<file path="src/hw/rtl/bson_key_search_scanner_core_defines.svh">
// Assertion macros shared by the key scanner RTL.
// Depends on nothing; included by modules that carry checks.
`ifndef BSON_KEY_SEARCH_SCANNER_CORE_DEFINES_SVH
`define BSON_KEY_SEARCH_SCANNER_CORE_DEFINES_SVH
`ifndef SYNTHESIS
`define BKSC_ASSERT_IMP(label, ck, rn, ante, cons) \
    label: assert property (@(posedge ck) disable iff (!rn) (ante) |-> (cons)) \
        else $error("bksc check failed");
`define BKSC_ASSERT_NXT(label, ck, rn, ante, cons) \
    label: assert property (@(posedge ck) disable iff (!rn) (ante) |=> (cons)) \
        else $error("bksc check failed");
`else
`define BKSC_ASSERT_IMP(label, ck, rn, ante, cons)
`define BKSC_ASSERT_NXT(label, ck, rn, ante, cons)
`endif
`endif

</file>
<file path="src/hw/rtl/bksc_pkg.sv">
// Types, constants and BSON size functions for the key scanner.
// No dependencies; imported by every module of the block.
package bksc_pkg;

    localparam int MAX_KEY_BYTES = 16;
    localparam int OFFSET_BITS   = 24;
    localparam int CFG_W         = 64;
    localparam int OUT_DATA_W    = 120;

    typedef enum logic [3:0] {
        PH_IDLE, PH_DOC_LEN, PH_ELEM_START, PH_SKIP, PH_NAME,
        PH_VAL_LEN, PH_REGEX1, PH_REGEX2, PH_TAIL
    } phase_t;

    typedef enum logic [1:0] {
        ST_FOUND, ST_NOT_FOUND, ST_SENTINEL, ST_OVERRUN
    } status_t;

    typedef enum logic [1:0] {
        CLS_FIXED, CLS_LEN, CLS_REGEX
    } vclass_t;

    typedef enum logic [1:0] {
        REG_KEY_LOW, REG_KEY_HIGH, REG_KEY_LEN, REG_REGION_LEN
    } reg_idx_t;

    typedef struct packed {
        status_t                  status;
        logic [OFFSET_BITS-1:0]   doc_offset;
        logic [OFFSET_BITS-1:0]   element_offset;
        logic [7:0]               element_type;
        logic [OFFSET_BITS-1:0]   value_offset;
        logic [31:0]              element_length;
    } result_t;

    function automatic vclass_t value_class(input logic [7:0] t);
        unique case (t)
            8'h02, 8'h03, 8'h04, 8'h05, 8'h0C, 8'h0D, 8'h0E, 8'h0F: return CLS_LEN;
            8'h0B:   return CLS_REGEX;
            default: return CLS_FIXED;
        endcase
    endfunction

    function automatic logic [4:0] fixed_size(input logic [7:0] t);
        unique case (t)
            8'h01, 8'h09, 8'h11, 8'h12: return 5'd8;
            8'h07:   return 5'd12;
            8'h08:   return 5'd1;
            8'h10:   return 5'd4;
            8'h13:   return 5'd16;
            default: return 5'd0;
        endcase
    endfunction

    function automatic logic [35:0] len_size(input logic [7:0] t, input logic [31:0] n);
        unique case (t)
            8'h02, 8'h0D, 8'h0E: return 36'd4 + {4'b0, n};
            8'h05:   return 36'd5 + {4'b0, n};
            8'h0C:   return 36'd16 + {4'b0, n};
            default: return {4'b0, n};
        endcase
    endfunction

endpackage

</file>
<file path="src/hw/rtl/bksc_parser.sv">
// Byte parser: configuration, parse state and one-byte next-state logic.
// Depends on bksc_pkg and the assertion macro header.
`include "bson_key_search_scanner_core_defines.svh"
module bksc_parser
    import bksc_pkg::*;
(
    input  logic             clk,
    input  logic             rst_n,
    input  logic             cfg_wr_en,
    input  logic [1:0]       cfg_addr,
    input  logic [CFG_W-1:0] cfg_wr_data,
    input  logic             step_en,
    input  logic [7:0]       data_byte,
    input  logic             region_start,
    output logic             res_valid,
    output result_t          res
);

    typedef struct packed {
        phase_t      phase;
        logic [23:0] sr;
        logic [31:0] ml;
    } fin_t;

    logic [63:0]  key_low_reg, key_high_reg;
    logic [4:0]   key_len_reg;
    logic [24:0]  region_len_reg;

    phase_t       phase_reg, phase_next;
    logic [23:0]  byte_off_reg, byte_off_next;
    logic [23:0]  doc_start_reg, doc_start_next;
    logic [23:0]  doc_end_reg, doc_end_next;
    logic [23:0]  elem_start_reg, elem_start_next;
    logic [24:0]  val_start_reg, val_start_next;
    logic [7:0]   cur_type_reg, cur_type_next;
    logic [4:0]   name_idx_reg, name_idx_next;
    logic         name_mis_reg, name_mis_next;
    logic [31:0]  len_gather_reg, len_gather_next;
    logic [23:0]  skip_rem_reg, skip_rem_next;
    logic [1:0]   zcount_reg, zcount_next;
    logic         match_pend_reg, match_pend_next;
    logic [31:0]  match_len_reg, match_len_next;

    logic [24:0]  region_eff;
    logic [4:0]   key_len_eff;
    logic [127:0] key_all;
    status_t      res_status;
    logic         done, go;
    logic [23:0]  o;
    logic [25:0]  q;
    logic [31:0]  lenv;
    logic [24:0]  hdr;
    fin_t         f;

    function automatic fin_t finish_elem(input logic [35:0] elen, input logic mp,
                                         input logic [23:0] es, input logic [23:0] ofs,
                                         input logic [23:0] de, input logic [23:0] sr_in,
                                         input logic [31:0] ml_in);
        fin_t        r;
        logic [35:0] nxt;
        r.phase = PH_TAIL;
        r.sr    = sr_in;
        r.ml    = ml_in;
        nxt     = {12'b0, es} + elen;
        if (mp)
        begin
            r.ml = (elen > 36'hFFFF_FFFF) ? 32'hFFFF_FFFF : elen[31:0];
        end
        else if (nxt >= {12'b0, de} || nxt <= {12'b0, ofs})
        begin
            r.phase = PH_TAIL;
        end
        else if (nxt == {12'b0, ofs} + 36'd1)
        begin
            r.phase = PH_ELEM_START;
        end
        else
        begin
            r.phase = PH_SKIP;
            r.sr    = 24'(nxt - {12'b0, ofs} - 36'd1);
        end
        return r;
    endfunction

    assign region_eff  = region_len_reg[24] ? 25'h100_0000 : region_len_reg;
    assign key_len_eff = (key_len_reg > 5'(MAX_KEY_BYTES)) ? 5'(MAX_KEY_BYTES) : key_len_reg;
    assign key_all     = {key_high_reg, key_low_reg};

    always_comb
    begin
        phase_next      = phase_reg;
        byte_off_next   = byte_off_reg;
        doc_start_next  = doc_start_reg;
        doc_end_next    = doc_end_reg;
        elem_start_next = elem_start_reg;
        val_start_next  = val_start_reg;
        cur_type_next   = cur_type_reg;
        name_idx_next   = name_idx_reg;
        name_mis_next   = name_mis_reg;
        len_gather_next = len_gather_reg;
        skip_rem_next   = skip_rem_reg;
        zcount_next     = zcount_reg;
        match_pend_next = match_pend_reg;
        match_len_next  = match_len_reg;
        res_valid       = 1'b0;
        res_status      = ST_FOUND;
        done            = 1'b0;
        go              = 1'b1;
        o               = byte_off_reg;
        q               = '0;
        lenv            = '0;
        hdr             = '0;
        f               = '{phase: PH_TAIL, sr: '0, ml: '0};
        if (step_en)
        begin
            if (region_start)
            begin
                byte_off_next   = '0;
                elem_start_next = '0;
                val_start_next  = '0;
                cur_type_next   = '0;
                name_idx_next   = '0;
                name_mis_next   = 1'b0;
                skip_rem_next   = '0;
                match_len_next  = '0;
                doc_end_next    = '0;
                if (25'd4 >= region_eff)
                begin
                    phase_next = PH_IDLE;
                    res_valid  = 1'b1;
                    res_status = ST_NOT_FOUND;
                    done       = 1'b1;
                end
                else
                begin
                    doc_start_next  = '0;
                    zcount_next     = '0;
                    len_gather_next = '0;
                    match_pend_next = 1'b0;
                    phase_next      = PH_DOC_LEN;
                end
            end
            if (!done && phase_next != PH_IDLE)
            begin
                o             = byte_off_next;
                byte_off_next = o + 24'd1;
                if (phase_next == PH_DOC_LEN)
                begin
                    len_gather_next = len_gather_next
                                    | ({24'b0, data_byte} << {zcount_next, 3'b000});
                    if (zcount_next != 2'd3)
                    begin
                        zcount_next = zcount_next + 2'd1;
                    end
                    else
                    begin
                        lenv = len_gather_next;
                        if (lenv == 32'd0 || lenv == 32'hFFFF_FFFF)
                        begin
                            phase_next = PH_IDLE;
                            res_valid  = 1'b1;
                            res_status = ST_SENTINEL;
                        end
                        else if ({9'b0, doc_start_next} + {1'b0, lenv} > {8'b0, region_eff})
                        begin
                            phase_next = PH_IDLE;
                            res_valid  = 1'b1;
                            res_status = ST_OVERRUN;
                        end
                        else if (lenv < 32'd5)
                        begin
                            q = {2'b0, doc_start_next} + {23'b0, lenv[2:0]};
                            if (q + 26'd4 >= {1'b0, region_eff})
                            begin
                                phase_next = PH_IDLE;
                                res_valid  = 1'b1;
                                res_status = ST_NOT_FOUND;
                            end
                            else
                            begin
                                doc_start_next  = q[23:0];
                                zcount_next     = 2'(3'd4 - lenv[2:0]);
                                len_gather_next = '0;
                                match_pend_next = 1'b0;
                                phase_next      = PH_DOC_LEN;
                            end
                        end
                        else
                        begin
                            doc_end_next    = 24'(doc_start_next + lenv[23:0] - 24'd1);
                            match_pend_next = 1'b0;
                            phase_next      = PH_ELEM_START;
                        end
                    end
                end
                else
                begin
                    if (phase_next == PH_SKIP)
                    begin
                        if (skip_rem_next != 24'd0)
                        begin
                            skip_rem_next = skip_rem_next - 24'd1;
                            go            = 1'b0;
                        end
                        else
                        begin
                            phase_next = PH_ELEM_START;
                        end
                    end
                    if (go)
                    begin
                        unique case (phase_next)
                            PH_ELEM_START:
                            begin
                                if (o >= doc_end_next || data_byte == 8'h00)
                                begin
                                    phase_next = PH_TAIL;
                                end
                                else
                                begin
                                    cur_type_next   = data_byte;
                                    elem_start_next = o;
                                    name_idx_next   = '0;
                                    name_mis_next   = 1'b0;
                                    phase_next      = PH_NAME;
                                end
                            end
                            PH_NAME:
                            begin
                                if (data_byte == 8'h00 || o == doc_end_next)
                                begin
                                    if (!name_mis_next && name_idx_next == key_len_eff)
                                    begin
                                        match_pend_next = 1'b1;
                                    end
                                    val_start_next = {1'b0, o} + 25'd1;
                                    unique case (value_class(cur_type_next))
                                        CLS_LEN:
                                        begin
                                            len_gather_next = '0;
                                            zcount_next     = '0;
                                            phase_next      = PH_VAL_LEN;
                                        end
                                        CLS_REGEX:
                                        begin
                                            phase_next = PH_REGEX1;
                                        end
                                        default:
                                        begin
                                            hdr = val_start_next - {1'b0, elem_start_next};
                                            f = finish_elem({11'b0, hdr}
                                                    + {31'b0, fixed_size(cur_type_next)},
                                                    match_pend_next, elem_start_next, o,
                                                    doc_end_next, skip_rem_next,
                                                    match_len_next);
                                            phase_next     = f.phase;
                                            skip_rem_next  = f.sr;
                                            match_len_next = f.ml;
                                        end
                                    endcase
                                end
                                else if (name_idx_next < key_len_eff
                                         && data_byte == key_all[{name_idx_next[3:0], 3'b000} +: 8])
                                begin
                                    name_idx_next = name_idx_next + 5'd1;
                                end
                                else
                                begin
                                    name_mis_next = 1'b1;
                                end
                            end
                            PH_VAL_LEN:
                            begin
                                len_gather_next = len_gather_next
                                    | ({24'b0, data_byte} << {zcount_next, 3'b000});
                                if (zcount_next == 2'd3)
                                begin
                                    hdr = val_start_next - {1'b0, elem_start_next};
                                    f = finish_elem({11'b0, hdr}
                                            + len_size(cur_type_next, len_gather_next),
                                            match_pend_next, elem_start_next, o,
                                            doc_end_next, skip_rem_next, match_len_next);
                                    phase_next     = f.phase;
                                    skip_rem_next  = f.sr;
                                    match_len_next = f.ml;
                                end
                                else
                                begin
                                    zcount_next = zcount_next + 2'd1;
                                end
                            end
                            PH_REGEX1:
                            begin
                                if (data_byte == 8'h00 || o == doc_end_next)
                                begin
                                    phase_next = PH_REGEX2;
                                end
                            end
                            PH_REGEX2:
                            begin
                                if (data_byte == 8'h00 || o == doc_end_next)
                                begin
                                    f = finish_elem({12'b0, o} + 36'd1 - {12'b0, elem_start_next},
                                            match_pend_next, elem_start_next, o,
                                            doc_end_next, skip_rem_next, match_len_next);
                                    phase_next     = f.phase;
                                    skip_rem_next  = f.sr;
                                    match_len_next = f.ml;
                                end
                            end
                            default:
                            begin
                                phase_next = phase_next;
                            end
                        endcase
                    end
                    if (o == doc_end_next)
                    begin
                        if (match_pend_next)
                        begin
                            hdr = val_start_next - {1'b0, elem_start_next};
                            if (phase_next == PH_VAL_LEN)
                            begin
                                f = finish_elem({11'b0, hdr}
                                        + len_size(cur_type_next, len_gather_next), 1'b1,
                                        elem_start_next, o, doc_end_next, skip_rem_next,
                                        match_len_next);
                                match_len_next = f.ml;
                                phase_next = PH_TAIL;
                            end
                            else if (phase_next == PH_REGEX1)
                            begin
                                f = finish_elem({11'b0, hdr} + 36'd2, 1'b1,
                                        elem_start_next, o, doc_end_next, skip_rem_next,
                                        match_len_next);
                                match_len_next = f.ml;
                                phase_next = PH_TAIL;
                            end
                            else if (phase_next == PH_REGEX2)
                            begin
                                f = finish_elem({12'b0, doc_end_next} + 36'd2
                                        - {12'b0, elem_start_next}, 1'b1,
                                        elem_start_next, o, doc_end_next, skip_rem_next,
                                        match_len_next);
                                match_len_next = f.ml;
                                phase_next = PH_TAIL;
                            end
                        end
                        if (data_byte == 8'h00 && match_pend_next)
                        begin
                            phase_next = PH_IDLE;
                            res_valid  = 1'b1;
                            res_status = ST_FOUND;
                        end
                        else
                        begin
                            q = {2'b0, o} + 26'd1;
                            if (q + 26'd4 >= {1'b0, region_eff})
                            begin
                                phase_next = PH_IDLE;
                                res_valid  = 1'b1;
                                res_status = ST_NOT_FOUND;
                            end
                            else
                            begin
                                doc_start_next  = q[23:0];
                                zcount_next     = '0;
                                len_gather_next = '0;
                                match_pend_next = 1'b0;
                                phase_next      = PH_DOC_LEN;
                            end
                        end
                    end
                end
            end
        end
    end

    always_comb
    begin
        res = '0;
        res.status = res_status;
        if (res_status == ST_FOUND)
        begin
            res.doc_offset     = doc_start_next;
            res.element_offset = elem_start_next;
            res.element_type   = cur_type_next;
            res.value_offset   = val_start_next[24] ? 24'hFF_FFFF : val_start_next[23:0];
            res.element_length = match_len_next;
        end
    end

    always_ff @(posedge clk or negedge rst_n)
    begin
        if (!rst_n)
        begin
            key_low_reg    <= '0;
            key_high_reg   <= '0;
            key_len_reg    <= '0;
            region_len_reg <= 25'd5;
        end
        else if (cfg_wr_en)
        begin
            unique case (reg_idx_t'(cfg_addr))
                REG_KEY_LOW:    key_low_reg    <= cfg_wr_data;
                REG_KEY_HIGH:   key_high_reg   <= cfg_wr_data;
                REG_KEY_LEN:    key_len_reg    <= cfg_wr_data[4:0];
                REG_REGION_LEN: region_len_reg <= cfg_wr_data[24:0];
                default:        key_len_reg    <= key_len_reg;
            endcase
        end
    end

    always_ff @(posedge clk or negedge rst_n)
    begin
        if (!rst_n)
        begin
            phase_reg      <= PH_IDLE;
            byte_off_reg   <= '0;
            doc_start_reg  <= '0;
            doc_end_reg    <= '0;
            elem_start_reg <= '0;
            val_start_reg  <= '0;
            cur_type_reg   <= '0;
            name_idx_reg   <= '0;
            name_mis_reg   <= 1'b0;
            len_gather_reg <= '0;
            skip_rem_reg   <= '0;
            zcount_reg     <= '0;
            match_pend_reg <= 1'b0;
            match_len_reg  <= '0;
        end
        else
        begin
            phase_reg      <= phase_next;
            byte_off_reg   <= byte_off_next;
            doc_start_reg  <= doc_start_next;
            doc_end_reg    <= doc_end_next;
            elem_start_reg <= elem_start_next;
            val_start_reg  <= val_start_next;
            cur_type_reg   <= cur_type_next;
            name_idx_reg   <= name_idx_next;
            name_mis_reg   <= name_mis_next;
            len_gather_reg <= len_gather_next;
            skip_rem_reg   <= skip_rem_next;
            zcount_reg     <= zcount_next;
            match_pend_reg <= match_pend_next;
            match_len_reg  <= match_len_next;
        end
    end

    `BKSC_ASSERT_NXT(a_idle_after_result, clk, rst_n, res_valid, phase_reg == PH_IDLE)
    `BKSC_ASSERT_IMP(a_name_idx_bound, clk, rst_n, 1'b1, name_idx_reg <= 5'(MAX_KEY_BYTES))

endmodule

</file>
<file path="src/hw/rtl/bksc_outq.sv">
// Two-entry result queue: output register plus skid entry.
// Depends on bksc_pkg and the assertion macro header.
`include "bson_key_search_scanner_core_defines.svh"
module bksc_outq
    import bksc_pkg::*;
(
    input  logic    clk,
    input  logic    rst_n,
    input  logic    push,
    input  result_t push_data,
    output logic    full,
    output logic    head_valid,
    output result_t head_data,
    input  logic    head_ready
);

    logic    head_v_reg, skid_v_reg;
    result_t head_reg, skid_reg;
    logic    pop;

    assign pop        = head_v_reg && head_ready;
    assign full       = skid_v_reg;
    assign head_valid = head_v_reg;
    assign head_data  = head_reg;

    always_ff @(posedge clk or negedge rst_n)
    begin
        if (!rst_n)
        begin
            head_v_reg <= 1'b0;
            skid_v_reg <= 1'b0;
        end
        else if (pop && push)
        begin
            head_v_reg <= 1'b1;
        end
        else if (pop)
        begin
            head_v_reg <= skid_v_reg;
            skid_v_reg <= 1'b0;
        end
        else if (push)
        begin
            if (head_v_reg)
            begin
                skid_v_reg <= 1'b1;
            end
            head_v_reg <= 1'b1;
        end
    end

    always_ff @(posedge clk)
    begin
        if (pop && push)
        begin
            head_reg <= push_data;
        end
        else if (pop)
        begin
            head_reg <= skid_reg;
        end
        else if (push)
        begin
            if (head_v_reg)
            begin
                skid_reg <= push_data;
            end
            else
            begin
                head_reg <= push_data;
            end
        end
    end

    `BKSC_ASSERT_IMP(a_skid_needs_head, clk, rst_n, skid_v_reg, head_v_reg)
    `BKSC_ASSERT_IMP(a_no_push_when_full, clk, rst_n, push, !skid_v_reg)

endmodule

</file>
<file path="src/hw/rtl/bson_key_search_scanner_core.sv">
// A result is registered in the output queue, whose head entry drives m_axis.
// Throughput: one byte per cycle (single-pass byte logic) unless the queue is full.
// The output register plus one skid entry keep input flowing while a result waits.
// Reset (rst_n low, asynchronous) clears all state but queue data; the parser
// waits for region_start. Registers reset to key 0, key length 0, region length 5.
module bson_key_search_scanner_core
    import bksc_pkg::*;
(
    input  logic                  clk,
    input  logic                  rst_n,
    input  logic                  cfg_wr_en,
    input  logic [1:0]            cfg_addr,
    input  logic [CFG_W-1:0]      cfg_wr_data,
    input  logic                  s_axis_tvalid,
    output logic                  s_axis_tready,
    input  logic [7:0]            s_axis_tdata,   // data_byte
    input  logic                  s_axis_tuser,   // region_start
    output logic                  m_axis_tvalid,
    input  logic                  m_axis_tready,
    output logic [OUT_DATA_W-1:0] m_axis_tdata    // status, doc_offset, element_offset,
                                                  // element_type, value_offset,
                                                  // element_length, zero pad
);

    logic    step_en, res_valid, q_full;
    result_t res, head;

    assign s_axis_tready = !q_full;
    assign step_en       = s_axis_tvalid && s_axis_tready;

    bksc_parser u_parser (
        .clk          (clk),
        .rst_n        (rst_n),
        .cfg_wr_en    (cfg_wr_en),
        .cfg_addr     (cfg_addr),
        .cfg_wr_data  (cfg_wr_data),
        .step_en      (step_en),
        .data_byte    (s_axis_tdata),
        .region_start (s_axis_tuser),
        .res_valid    (res_valid),
        .res          (res)
    );

    bksc_outq u_outq (
        .clk        (clk),
        .rst_n      (rst_n),
        .push       (res_valid),
        .push_data  (res),
        .full       (q_full),
        .head_valid (m_axis_tvalid),
        .head_data  (head),
        .head_ready (m_axis_tready)
    );

    assign m_axis_tdata = {6'b0, head.element_length, head.value_offset, head.element_type,
                           head.element_offset, head.doc_offset, head.status};

endmodule
</file>
<file path="config.mk">
export PLATFORM = sky130hd
export DESIGN_NAME = bson_key_search_scanner_core
export DESIGN_NICKNAME = d
export VERILOG_FILES = /design/src/hw/rtl/bksc_pkg.sv /design/src/hw/rtl/bksc_parser.sv /design/src/hw/rtl/bksc_outq.sv /design/src/hw/rtl/bson_key_search_scanner_core.sv
export VERILOG_INCLUDE_DIRS = /design/src /design/src/hw/rtl
export SDC_FILE = /design/constraint.sdc
export NUM_CORES = 2
export LEC_CHECK = 0
export BUFFER_PORTS_ARGS = -buffer_cell sky130_fd_sc_hd__buf_4
export CORE_ASPECT_RATIO = 2
export CORE_MARGIN = 2
export CORE_UTILIZATION = 43
export DETAILED_ROUTE_END_ITERATION = 12
export GPL_TIMING_DRIVEN = 0
export SLEW_MARGIN = 20
export SYNTH_ARGS = -nofsm -noshare
export SYNTH_HDL_FRONTEND = slang
export SYNTH_SLANG_ARGS = --single-unit
</file>
<file path="constraint.sdc">
create_clock -name clk -period 25.1 [get_ports clk]
set_clock_uncertainty 0.05 [all_clocks]
set_input_delay 5.02 -clock clk [delete_from_list [all_inputs] [get_ports clk]]
set_output_delay 5.02 -clock clk [all_outputs]
set_load 0.005 [all_outputs]
</file>
==> impl_metrics.tcl, run 1 <==
set metrics [dict create \
    grt_overflow 1292 \
    lastStage "5_1_grt" \
    status "stopped before the end" \
    synth_area_per_cell_um2 8.24 \
    synth.most_common_cell "nand2_1" \
    cts_hold_buf 0 \
    yosysTopAreaCell "dfrtp_1" \
    cts_setup_buffers 0 \
    die_y_um 547 \
    cts-buffers-inserted 59 \
    hpwlAfterDp_mm 342 \
    grt_max_degree 99 \
    dpl.cell_count 9855 \
    cts-resized-gates 0 \
    synthCells 7682 \
    grt_pass1_wl_mm 731 \
    synth_commonest_cells "750 x nand2_1, 620 x nor2_1, 567 x a21oi_1, 567 x ha_1, 484 x o21ai_0" \
    clockBufferDepth 3 \
    ios 202 \
    yosys_warnings 0 \
    netlist_area_um2 63300 \
    cts_root_buf "clkbuf_16" \
    synth_area_leaders "dfrtp_1 15%, ha_1 11%, edfxtp_1 11%, xnor2_1 5.4%, mux2_2 4.7%" \
    synth_edf_count 228 \
    rows 199 \
    port_buffers 192 \
    gp_congestion 1.19 \
    async_flop_share_pct 63.1 \
    fp.dieW_um 275 \
    ys_ff_latch 618 \
    pre_cts_ws_ns -0.693 \
    yosysSeqAreaShare_pct 26.2 \
    ys_types 124 \
    track_usage_pct 66.8 \
    stop_error "[ERROR GRT-0116] Global routing finished with congestion. Check the congestion regions in the DRC Viewer." \
    htree_levels 2 \
    synth_ff_type "dfrtp_1" \
    netlist.area_leader.share_pct 15.3 \
    numClockSinks 618 \
    initial_core_util_pct 43.1 \
    grt_pass1_vias 80200 \
]
==> routing by layer <==
metal / GRT overflow / GRT usage (%)
met2: 797 / 89.2
met4: 457 / 71.1
met1: 16 / 65.2
met5: 3 / 15.5
met3: 19 / 43.1
==> logic make-up after synthesis <==
kind of cell / synth area share [%]
compound gates: 23.5
xor+xnor: 7.76
fa+ha+maj: 11.6
buf+inv: 4.44
flops: 26.2
mux: 6.45
other cells: 0.00593
simple gates: 20.0
==> metrics by stage <==
stage	area (um^2)	util [%]
after global placement	67100	45.8
after floorplan	63300	-
after detailed placement	68500	46.7
after CTS	70500	48.1
==> inputs of run 2 (changes only) <==
--- a/config.mk
+++ b/config.mk
@@ -7,11 +7,11 @@
 export NUM_CORES = 2
 export LEC_CHECK = 0
 export BUFFER_PORTS_ARGS = -buffer_cell sky130_fd_sc_hd__buf_4
-export CORE_ASPECT_RATIO = 2
 export CORE_MARGIN = 2
-export CORE_UTILIZATION = 43
+export CORE_UTILIZATION = 28
 export DETAILED_ROUTE_END_ITERATION = 12
 export GPL_TIMING_DRIVEN = 0
+export PLACE_DENSITY_LB_ADDON = 0.15
 export SLEW_MARGIN = 20
 export SYNTH_ARGS = -nofsm -noshare
 export SYNTH_HDL_FRONTEND = slang
==> run 2 against run 1 <==
  * The flow now finishes, with violations (capacitance limit, setup timing)
  * Synthesized cell count did not move
  * Area after synthesis is the same
==> impl_metrics.tcl, run 2 <==
set metrics [dict create \
    finalSetupViolCount 2 \
    yosys_warnings 0 \
    cts_setup_buffers 0 \
    wl_mm 391 \
    cp_max_fo 19 \
    place_area_um2 69600 \
    crit_type "input port to register" \
    finalNetCount 8684 \
    layout_common_cells "750 x nand2_1, 615 x nor2_1, 567 x ha_1" \
    cp_slowest_cell "xor2_1" \
    dr.pass1.iters 7 \
    htree_levels 3 \
    synth_commonest_cells "750 x nand2_1, 620 x nor2_1, 567 x a21oi_1, 567 x ha_1, 484 x o21ai_0" \
    powerDensity_nw_per_um2 81.8 \
    die_y_um 479 \
    ir_drop_mv 0.0537 \
    rsz0062_at_grt "no" \
    critPathLaunch "s_axis_tuser" \
    r2r_end "u_outq.head_data[18]$_DFFE_PP_" \
    antenna_found_initial 27 \
    synthCells 7682 \
    synth.most_common_cell "nand2_1" \
    n_fill_cell 24000 \
    netlist.area_leader.share_pct 15.3 \
    regArea_um2 16600 \
    yosysSeqAreaShare_pct 26.2 \
    clock_latency_ns 0.82 \
    yosysTopAreaCell "dfrtp_1" \
    rows 174 \
    ys_types 124 \
    hold_path_class "register to register" \
    synth_area_per_cell_um2 8.24 \
    cp-start-kind "input port" \
    design_area_um2 72700 \
    clockBufferDepth 3 \
    wl_per_cell_um 35.2 \
    track_usage_pct 32.7 \
    drive_gt1_share_pct 11.4 \
    clk_pin_slew_ns 0.07 \
    gp_congestion 1.05 \
    initial_core_util_pct 28.2 \
    drv_cap 1 \
    multi_input_area_um2 44200 \
    hpwlAfterDp_mm 327 \
    cp_data_arrival_time_ns 25.66 \
    synth_area_leaders "dfrtp_1 15%, ha_1 11%, edfxtp_1 11%, xnor2_1 5.4%, mux2_2 4.7%" \
    port_buffers 192 \
    grt_pass1_vias 60900 \
    synth_edf_count 228 \
    slew_headroom_pct 2.20 \
    core_area_um2 225000 \
    grt_max_degree 80 \
    drc 0 \
    tritoncts "yes" \
    mostFrequentLayoutCell "nand2_1" \
    whs_ns 0.434 \
    synth_ff_type "dfrtp_1" \
    grt_pass1_wl_mm 522 \
    cts_root_buf "clkbuf_16" \
    crit_end "u_outq.head_data[18]$_DFFE_PP_" \
    p_leak_nw 30.8 \
    maxSlewViolCount 0 \
    hold_viol 0 \
    rrSetupSlack_ns 7.07 \
    r2r_start "u_parser.byte_off_reg[0]$_DFFE_PN0P_" \
    numClockSinks 618 \
    area_delta_synth_final_pct 14.9 \
    status "finished with violations" \
    clock.fmax_mhz 39.7 \
    setup_ws_ns -0.118 \
    cts_hold_buf 0 \
    reg2reg_depth 40 \
    slowest_delay_ns 0.88 \
    fp.dieW_um 479 \
    ios 202 \
    postLayoutCoreUtil_pct 32.4 \
    required_ns 25.54 \
    vias 65500 \
    netlist_area_um2 63300 \
    ys_ff_latch 618 \
    violations "capacitance limit, setup timing" \
    period_needed_ns 25.22 \
    via_per_inst 5.90 \
    grt_overflow 0 \
    finalCritPeriodShare_pct 100 \
    drtIter0Drc 7988 \
    tightest_slew_ns 1.45 \
    cp-end-kind "register" \
    die_area_um2 230000 \
    cts-buffers-inserted 83 \
    drtAntennaViolNets 0 \
    async_flop_share_pct 63.1 \
]
run 2: stage by stage:
| stage | setup slack (ns) | total power, mW | instances | TNS, ns |
|---|---|---|---|---|
| detailed placement | -1.91 | 4.49 | 10900 | -147.19 |
| CTS | 0.560 | 5.85 | 11100 | 0 |
| finish | -0.118 | 5.94 | 11100 | -0.129 |
| floorplan | 4.48 | 3.15 | 7687 | 0 |
| global placement | -8.81 | 4.48 | 10900 | -2216.66 |
| global route | 0.0869 | 6.17 | 11100 | 0 |
run 2: worst min path at each step:
stage                                     startpoint                               endpoint  depth (start not counted)
4_1_cts         u_parser.doc_end_reg[23]$_DFFE_PN0P_   u_parser.doc_end_reg[23]$_DFFE_PN0P_                          2
3_3_place_gp   u_parser.byte_off_reg[23]$_DFFE_PN0P_  u_parser.byte_off_reg[23]$_DFFE_PN0P_                          2
6_report        u_parser.doc_end_reg[23]$_DFFE_PN0P_   u_parser.doc_end_reg[23]$_DFFE_PN0P_                          2
3_5_place_dp    u_parser.doc_end_reg[23]$_DFFE_PN0P_   u_parser.doc_end_reg[23]$_DFFE_PN0P_                          2
2_1_floorplan      u_parser.name_mis_reg$_DFFE_PN0P_      u_parser.name_mis_reg$_DFFE_PN0P_                          2
5_1_grt         u_parser.doc_end_reg[23]$_DFFE_PN0P_   u_parser.doc_end_reg[23]$_DFFE_PN0P_                          2
run 2: cell families after synthesis:
family	Yosys count	synth area share (%)
simple gates	2586	20.0
compound gates	2257	23.5
buf+inv	724	4.44
fa+ha+maj	579	11.6
other cells	1	0.00593
mux	374	6.45
xor+xnor	543	7.76
flops	618	26.2
run 2: layer usage:
metal | up-vias | GRT usage, % | part of all wire, %
li1 | 29000 | - | -
met1 | 32700 | 43.9 | 43
met2 | 3179 | 50.1 | 43
met3 | 646 | 5.71 | 7.4
met4 | 8 | 16.8 | 6.0
met5 | - | 0 | 0.013
run 2: area by class of cell:
type                       count  share of cell area, %
multi-input combinational   6345                   60.8
sequential                   618                   22.8
antenna                       17                 0.0585
clock buffer                 103                   3.08
buffer                       345                   1.97
inverter                     377                   1.96
timing repair buffer         255                   3.09
clock inverter                51                   1.02
tap                         2992                   5.15
run 2: repair_timing:
item                       CTS  global route
setup endpoints to repair  109             1
gates resized for setup      1             2
pin swaps                    0             0
run 2: worst max-delay path: cells and delay by family:
| family | cells | cell delay, ns |
|---|---|---|
| compound gates | 14 | 5.44 |
| xor+xnor | 4 | 2.53 |
| fa+ha+maj | 4 | 1.72 |
| buf+inv | 12 | 6.98 |
| simple gates | 13 | 3.81 |
run 2: report_power, final:
part           internal, mW  total [mW]  switching [mW]
Clock                 0.755        1.33           0.575
Combinational          1.06        3.38            2.32
Sequential             1.14        1.23          0.0911
(Power assumes the default switching activity.)
